--- src/design/deq_pkg.sv ---
// deq_pkg: shared types and codes for the double-ended queue
// depends on nothing; used by deq_ctrl, deq_dp and double_ended_queue
package deq_pkg;

  localparam int DEPTH_DEF = 1024;

  // actions
  localparam logic [2:0] ACT_PUSH_FRONT = 3'd0;
  localparam logic [2:0] ACT_PUSH_BACK  = 3'd1;
  localparam logic [2:0] ACT_POP_FRONT  = 3'd2;
  localparam logic [2:0] ACT_POP_BACK   = 3'd3;
  localparam logic [2:0] ACT_PEEK_FRONT = 3'd4;
  localparam logic [2:0] ACT_PEEK_BACK  = 3'd5;
  localparam logic [2:0] ACT_CLEAR      = 3'd6;
  localparam logic [2:0] ACT_QUERY      = 3'd7;

  // result status
  localparam logic [1:0] ST_OK    = 2'd0;
  localparam logic [1:0] ST_EMPTY = 2'd1;
  localparam logic [1:0] ST_FULL  = 2'd2;

  typedef struct packed {
    logic load;
    logic exec;
    logic finish;
  } cmd_t;

  typedef struct packed {
    logic out_hold;
  } stat_t;

endpackage

--- src/design/deq_ctrl.sv ---
// deq_ctrl: sequencer for the double-ended queue (capture, execute, respond)
// depends on deq_pkg; drives the command struct of deq_dp
module deq_ctrl (
  input  logic          clk,
  input  logic          rst,
  input  logic          in_valid,
  output logic          in_ready,
  input  deq_pkg::stat_t st,
  output deq_pkg::cmd_t  cmd
);

  localparam logic [1:0] S_IDLE = 2'd0;
  localparam logic [1:0] S_EXEC = 2'd1;
  localparam logic [1:0] S_DONE = 2'd2;

  logic [1:0] state;
  logic [1:0] state_next;

  assign in_ready   = (state == S_IDLE);
  assign cmd.load   = in_valid && (state == S_IDLE);
  assign cmd.exec   = (state == S_EXEC);
  assign cmd.finish = (state == S_DONE) && !st.out_hold;

  always_comb begin
    state_next = state;
    case (state)
      S_IDLE: begin
        if (in_valid) state_next = S_EXEC;
      end
      S_EXEC: begin
        state_next = S_DONE;
      end
      S_DONE: begin
        if (!st.out_hold) state_next = S_IDLE;
      end
      default: begin
        state_next = S_IDLE;
      end
    endcase
  end

  always_ff @(posedge clk) begin
    if (rst) begin
      state <= S_IDLE;
    end else begin
      state <= state_next;
    end
  end

`ifndef SYNTHESIS
  a_load_then_exec: assert property (@(posedge clk) disable iff (rst)
    cmd.load |=> cmd.exec) else $error("load not followed by execute");
  a_exec_then_done: assert property (@(posedge clk) disable iff (rst)
    cmd.exec |=> (state == S_DONE && !in_ready)) else $error("execute not followed by done");
  a_finish_then_idle: assert property (@(posedge clk) disable iff (rst)
    cmd.finish |=> in_ready) else $error("finish not followed by idle");
`endif

endmodule

--- config.mk ---
export PLATFORM = sky130hd
export DESIGN_NAME = deq_ctrl
export DESIGN_NICKNAME = d
export VERILOG_FILES = /design/src/design/deq_pkg.sv /design/src/design/deq_ctrl.sv
export SDC_FILE = /design/constraint.sdc
export NUM_CORES = 1
export LEC_CHECK = 0
export BUFFER_PORTS_ARGS = -buffer_cell sky130_fd_sc_hd__buf_2
export CORE_AREA = 8 8 45 47
export DETAILED_ROUTE_END_ITERATION = 16
export DIE_AREA = 0 0 53 55
export PLACE_DENSITY_LB_ADDON = 0.1
export RECOVER_POWER = 25
export SYNTH_ARGS = -nofsm -noshare
export SYNTH_HDL_FRONTEND = slang
export SYNTH_SLANG_ARGS = --single-unit
export TNS_END_PERCENT = 20
--- constraint.sdc ---
create_clock -name clk -period 1 [get_ports clk]
set_clock_uncertainty 0.2 [all_clocks]
set_input_delay 0.2 -clock clk [delete_from_list [all_inputs] [get_ports clk]]
set_output_delay 0.2 -clock clk [all_outputs]
set_load 0.01 [all_outputs]
==> impl_summary.md, run 1 <==
Outcome
The run finished, with violations left. The checks that failed: negative hold slack, negative setup slack.

Setup path
The largest individual stage delay along the critical path comes from the cell sky130_fd_sc_hd__dfxtp_2. The type of the worst setup path is reg -> out. Data on the critical path is required at its endpoint by 600 ps. The critical path goes through nor3b_2, buf_2. The largest driver fanout on the critical path is 5. Data arrives at the worst endpoint at 950 ps.

The largest single stage delay on the critical path is 330 ps. The critical path endpoint category is an output pin. The worst setup path is launched from a flop.

Layout
The post-route standard cell area excluding fillers is 188 um2. The layout has 169 filler cells. The area added between synthesis and finish is 97.4%. The final standard cell utilization of the core is 13.6%. The post-route non-filler standard cell count is 37. In the final design database the tool counted 27 nets.

The antenna cell count is 0. The register with the most flip-flops in the layout has 2 of them. The largest registers in the layout are state x2. Of the cells placed in the final design, the portion with a size suffix greater than 1 is 76.2%. Counting flops per register, the top entry is state.

Floorplan
The floorplan has 14 rows. In this run the horizontal extent of the chip is 53 um. The total die area is 2920 um2. The initial cell density of the core is 6.87%.

The area of the placeable core is 1380 um2. 8 I/O pins were placed. The height of the die is 55 um.

Logic synthesis
The cell type with the highest aggregate area in the netlist is sky130_fd_sc_hd__dfxtp_1. Counting flops and latches in the post-synthesis netlist gives 2. The fraction of synthesized cell area taken by the top area cell type is 42.1%. The post-synthesis cell area is 95.1 um2. Summing the areas of all and, or, nand and nor instances in the mapped netlist gives 48.7% of the synthesized area. The number of distinct library cell variants in the gate-level netlist after synthesis is 9. The post-synthesis xor/xnor area fraction is 0%. By area the synthesized netlist is led by sky130_fd_sc_hd__dfxtp_1, sky130_fd_sc_hd__nor3b_2, sky130_fd_sc_hd__and2b_2. The average instance in the mapped netlist occupies 9.51 um2. The adder and majority gate portion of the synthesized area is 0%. In the synthesized netlist, mux cells make up 0% of the area. The share of the Yosys chip area taken by registers is 42.1%. The main combinational cell family by area after synthesis is simple AND/OR/NAND/NOR gates. The net count of the mapped netlist is 14. The Yosys warning count is 0. The post-synthesis instance total is 10.

The share of the synthesized area in compound gates (AO/OA/AOI/OAI) is 5.26%.

Detailed routing
For this run, the detailed router's first-pass iteration total came to 1. The via count normalized by instance count is 2.97. The residual DRC count is 0.

Wires add up to 323 um. The total via count in the routed design is 110. After detailed routing, the average wire length per cell comes to 8.73 um. The number of DRC markers after the initial detailed-route iteration is 0. The number of routed nets with antenna violations is 0.

Pwr
For this design the static power due to leakage is 0.0928 nW. The power after layout is 315 uW. For this design the ratio of total power to cell area is 1680 nW/um2. The worst-case IR drop observed on VDD is 0.000317 V.

GRT
The met1 global-route usage is 1.82%. The wire length of the first global-routing pass is 496 um. The largest net degree at the start of global routing is 6. For this run, global-route usage on met2 was measured as 3.32%. The met3 routing resource usage after global routing is 3.21%.

The initial antenna violation count is 0. Across every metal layer, demand over resource in global routing totals 3.06%. The layer carrying the most global-route usage is met4.

Summed over all layers, the global routing overflow is 0. The number of global-route vias before repair came to 130.

Clock tree
The count of clock tree sinks is 2. CTS placed an instance of sky130_fd_sc_hd__clkbuf_4 at the clock tree root. Clock latency on the worst-skew pair, taken at its later pin, is 220 ps. CTS built an H-tree with a depth of 1. The CTS tree is done. After clock tree synthesis, the clock-pin slew on the worst setup and hold paths is 30 ps. Clock tree synthesis inserted a total of 3 buffers. The number of buffers on the longest clock path is 2.

Timing
The number of slew-limit violations in the final report is 0. The summed negative setup slack over all endpoints is -1070 ps. The final critical path time including I/O delays and setup is 1350 ps. The tightest hold path in the finished design has a slack of -61.5 ps. Setup repair after global routing could not meet its margin everywhere. At the pin with the least slew margin, the transition time is 198 ps. The relative slew slack is 86.8%.

The worst path uses 135% of the clock period. Setup violations remaining at the end of the flow were counted as 4. The number of hold violations in the final report was 1. For this run, the top clock speed supported by timing is 742 MHz. The final setup slack of the worst path is -348 ps.

Place
At the end of routability-driven placement, the weighted congestion stood at 0.630. The number of port buffers is 7. The worst slack after detailed placement is -133 ps.

The placed instance count is 34. After detailed placement, the total cell area comes to 163 um2.

Flow run
Max-cap violations in this run came to 0.

Min path
The worst hold path belongs to the class in -> reg.
[kinds of logic after synthesis]
logic type	Yosys count
AOI/OAI and AO/OA	1
DFF	2
buffers and inverters	1
and+or+nand+nor	6
[cells in the mapped netlist]
master and instances:
sky130_fd_sc_hd__dfxtp_1 2, sky130_fd_sc_hd__a21oi_1 1, sky130_fd_sc_hd__nor3b_1 1, sky130_fd_sc_hd__nor3b_2 1
sky130_fd_sc_hd__and2b_2 1, sky130_fd_sc_hd__inv_1 1, sky130_fd_sc_hd__nor2_1 1, sky130_fd_sc_hd__nand3b_1 1
sky130_fd_sc_hd__nand2b_1 1
[worst max-delay path, delay by kind of cell, from the launching register on]
family | cells | cell delay, ps
buffers and inverters | 1 | 170
and+or+nand+nor | 1 | 230
DFF | 1 | 330
[cells in the final DEF (no fill, tap or decap)]
master	n
sky130_fd_sc_hd__buf_4	1
sky130_fd_sc_hd__clkbuf_4	3
sky130_fd_sc_hd__dfxtp_2	2
sky130_fd_sc_hd__nor3b_2	2
sky130_fd_sc_hd__inv_1	1
sky130_fd_sc_hd__nand3b_1	1
sky130_fd_sc_hd__and2b_2	1
sky130_fd_sc_hd__nor2_1	1
sky130_fd_sc_hd__nand2b_1	1
sky130_fd_sc_hd__a21oi_1	1
sky130_fd_sc_hd__buf_2	7
[cell type report]
class | count | area, um2 | share of cell area, %
multi-input cells | 7 | 56.3 | 30.0
inverters | 1 | 3.75 | 2.00
clock buffers | 3 | 22.5 | 12.0
well taps | 16 | 20.0 | 10.7
repair buffers | 8 | 42.5 | 22.7
flip-flops and latches | 2 | 42.5 | 22.7
[layer usage]
layer / share of wire [%] / vias to the layer above / routed length, um
met4: 1.2 / 0 / 4
met5: 0 / - / 0
met3: 24 / 2 / 76
met2: 41 / 6 / 134
met1: 33 / 47 / 107
li1: - / 55 / -
[path summary, 6_finish.rpt]
check        startpoint        to  slack, ps  depth (start not counted)
max            state[1]    cmd[2]       -350                          2
max reg2reg    state[1]  state[1]         10                          3
min reg2reg    state[1]  state[1]        310                          2
min                 rst  state[1]        -60                          2
[repair_timing]
item	in CTS	in global routing
setup endpoints to repair	5	5
resized for setup	2	0
pin swaps	1	0
buffers inserted	0	0
hold endpoints to repair	1	1
[report_power, final]
part	leakage (nW)	internal [mW]	total [mW]	switching, mW
Clock	0.0138	0.132	0.177	0.0448
Sequential	0.0172	0.0865	0.0929	0.00636
Combinational	0.0618	0.0249	0.0447	0.0197
Total	0.0928	0.244	0.315	0.0709
(Power assumes the default switching activity.)
==> run 2, diff against run 1 <==
- REMOVE_ABC_BUFFERS: default -> 1
==> run 2 against run 1 <==
  * The flow still finishes with violations (negative hold slack, negative setup slack)
  * Die area stayed put
  * Largest cell class is now buffers
  * Fmax is 1.2% higher
  * Final area rose by 19%
  * Hold slack got worse by 5.5 ps
  * Flip-flop and latch count unchanged
  * Clock power is 7% higher
  * Critical path depth unchanged
  * Global-route usage increased by 0.21 points
  * Clock-buffer cell count did not move
==> impl_summary.md, run 2 (same netlist as run 1, synthesis figures left out) <==
Outcome
The flow ran to the end, but the final reports show violations. The final reports fail on negative hold slack, negative setup slack.

Layout
The register with the most flip-flops in the layout has 2 of them. The antenna cell count is 0. The final standard cell utilization of the core is 16.2%. The area growth from synthesis to layout is 136%. In the final layout, the share of cells above drive strength 1 is 80.0%. The largest register by flop count is state. The largest registers in the layout are state x2. The library cell used most frequently in the layout, excluding fill and tap cells, is sky130_fd_sc_hd__buf_2. After the last flow step, the layout net total stands at 31. In the layout the commonest cells are sky130_fd_sc_hd__buf_2, sky130_fd_sc_hd__buf_4, sky130_fd_sc_hd__clkbuf_4.

Timing
The smallest clock period supported by the final layout is computed as 1330 ps. The summed negative setup slack over all endpoints is -1300 ps. The slew at the pin closest to its max-slew limit is 178 ps. After layout, the worst setup slack is -332 ps. The post-route fraction of the period consumed by the critical path is 133%. The number of slew-limit violations in the final report is 0. The top achievable clock speed is 751 MHz. The number of failing setup endpoints in the final timing report is 5. The worst hold slack across all endpoints is -67.0 ps.

The relative slew slack is 88.1%. The number of hold violations in the final report was 1. Setup repair after global routing could not meet its margin everywhere.

Detailed routing
The detailed-router iteration count before antenna repair is 1. After detailed routing, the number of vias per cell comes to 2.98. In the final routed layout, each cell accounts on average for 9.73 um. The residual DRC count is 0. The final layout contains routed wiring with a total length of 399 um. The detailed router placed 122 vias in this run. The number of DRC markers after the initial detailed-route iteration is 0.

Once detail routing completed, the nets flagged for antenna violations numbered 0.

Pwr
The clock power share is 54.8%. In this run the power spent charging and discharging nets is 87.1 uW. The switching part of the total power is 25.0%. In this run the power density over the cells is 1550 nW/um2. The share of total power dissipated in combinational logic is 18.7%. The analysis attributes to cell leakage a power of 0.114 nW. The maximum VDD drop is 0.000239 V. The power after layout is 348 uW. The cell-internal power is 261 uW. In this run, flip-flops and latches consume 26.5% of the power.

Setup path
The worst setup path is captured at an output pin. The largest driver fanout on the critical path is 5. The critical register-to-register path startpoint is state[0]. The largest individual stage delay along the critical path comes from the cell sky130_fd_sc_hd__dfxtp_2. STA puts the critical path data required time at 600 ps. The type of the worst setup path is reg -> out. The endpoint identified for the worst register-to-register timing path is state[0]. The element type at the critical path start is a flop. The delay of the slowest cell on the worst path is 330 ps. The signal on the critical path passes through nor3b_2, buf_2.

In this run the worst setup path begins at state[0]. STA puts the critical path data arrival time at 930 ps. Following the worst setup path forward leads to its endpoint at cmd[2].

The worst reg-to-reg setup slack is -150 ps. The length in cells of the worst reg-to-reg path is 4.

Place
The congestion estimate from routability-driven global placement came to 0.644. The final HPWL from detailed placement is 289 um. During placement, the flow inserted port buffers numbering 7.

Clock tree
For this design, the sink count on the clock tree is 2. The clock edge transition at the registers on the reported setup and hold paths is 30 ps. In this run, CTS created clock tree buffers numbering 3. The H-tree level count is 1. The buffer cell driving the clock tree root is sky130_fd_sc_hd__clkbuf_4. TritonCTS built the clock tree. The clock network latency to the later pin of the worst-skew pair is 230 ps. The longest clock path from root to sink contains 2 buffers.

Floorplan
The height of the die is 55 um. The I/O pin count is 8. The floorplan step defined a die boundary enclosing 2920 um2. The width of the die is 53 um. The area of the placeable core is 1380 um2. After floorplanning, the core was divided into 14 placement rows. The initial cell density of the core is 6.87%.

Flow run
The tool flagged a number of max-cap violations equal to 0.

GRT
The number of global-route vias before repair came to 147. The initial antenna violation count is 0. The remaining global-route overflow is 0. The global router's overall resource usage is 3.27%. The first global-routing pass estimated 558 um of wire. The largest net degree at the start of global routing is 6.

Min path
The path type of the worst min-delay path is in -> reg.
run 2: cell types whose count changed in the layout (fill, tap and decap cells not counted):
cell	previous run	this run
sky130_fd_sc_hd__buf_4	1	5
sky130_fd_sc_hd__buf_6	0	1
sky130_fd_sc_hd__buf_2	7	6
run 2: worst min path at each step:
stage / end / start / slack [ps] / cells past startpoint
CTS: state[1] / rst / -70 / 2
floorplan: state[1] / rst / 70 / 1
detailed placement: state[1] / rst / 180 / 2
global placement: state[1] / rst / 170 / 2
global route: state[1] / rst / -70 / 2
finish: state[1] / rst / -70 / 2
run 2: per-stage QoR:
step | cell area (um2) | worst slack [ps] | std cells
floorplan | 95.1 | -95.0 | 10
global placement | 173 | -142 | 36
detailed placement | 173 | -111 | 36
CTS | 224 | -329 | 41
global route | 224 | -357 | 41
finish | 224 | -332 | 41
run 2: layout make-up:
| cell class | count | area, um2 |
|---|---|---|
| sequential | 2 | 42.5 |
| inverter | 1 | 3.75 |
| timing repair buffer | 12 | 78.8 |
| tap | 16 | 20.0 |
| clock buffer | 3 | 22.5 |
| fill | 164 | 1160 |
| multi-input combinational | 7 | 56.3 |
run 2: power groups by stage:
stage	Clock (mW)	Combinational, mW	Sequential, mW
after floorplan	0	0.0212	0.0912
after global placement	0	0.0531	0.0921
after detailed placement	0	0.0524	0.0917
after CTS	0.194	0.0666	0.0921
after global routing	0.198	0.0713	0.0930
final	0.190	0.0652	0.0922
run 2: timing repair:
item                                   in CTS  in global routing
pin swaps                                   1                  0
setup endpoints to repair                   5                  6
setup buffers                               2                  0
endpoints found under the hold margin       1                  1
gates resized for setup                     4                  0
run 2: layer usage:
layer	GRT usage [%]	vias to the layer above	wire length (um)
met4	6.47	0	21
met3	2.94	2	60
met2	3.71	9	153
met5	0	-	0
met1	2.27	48	165
li1	-	63	-
run 2: critical path: cells and delay by family (launching register included):
| kind | cells | cell delay, ps |
|---|---|---|
| flip-flops | 1 | 330 |
| AND/OR/NAND/NOR | 1 | 200 |
| buffers and inverters | 1 | 170 |
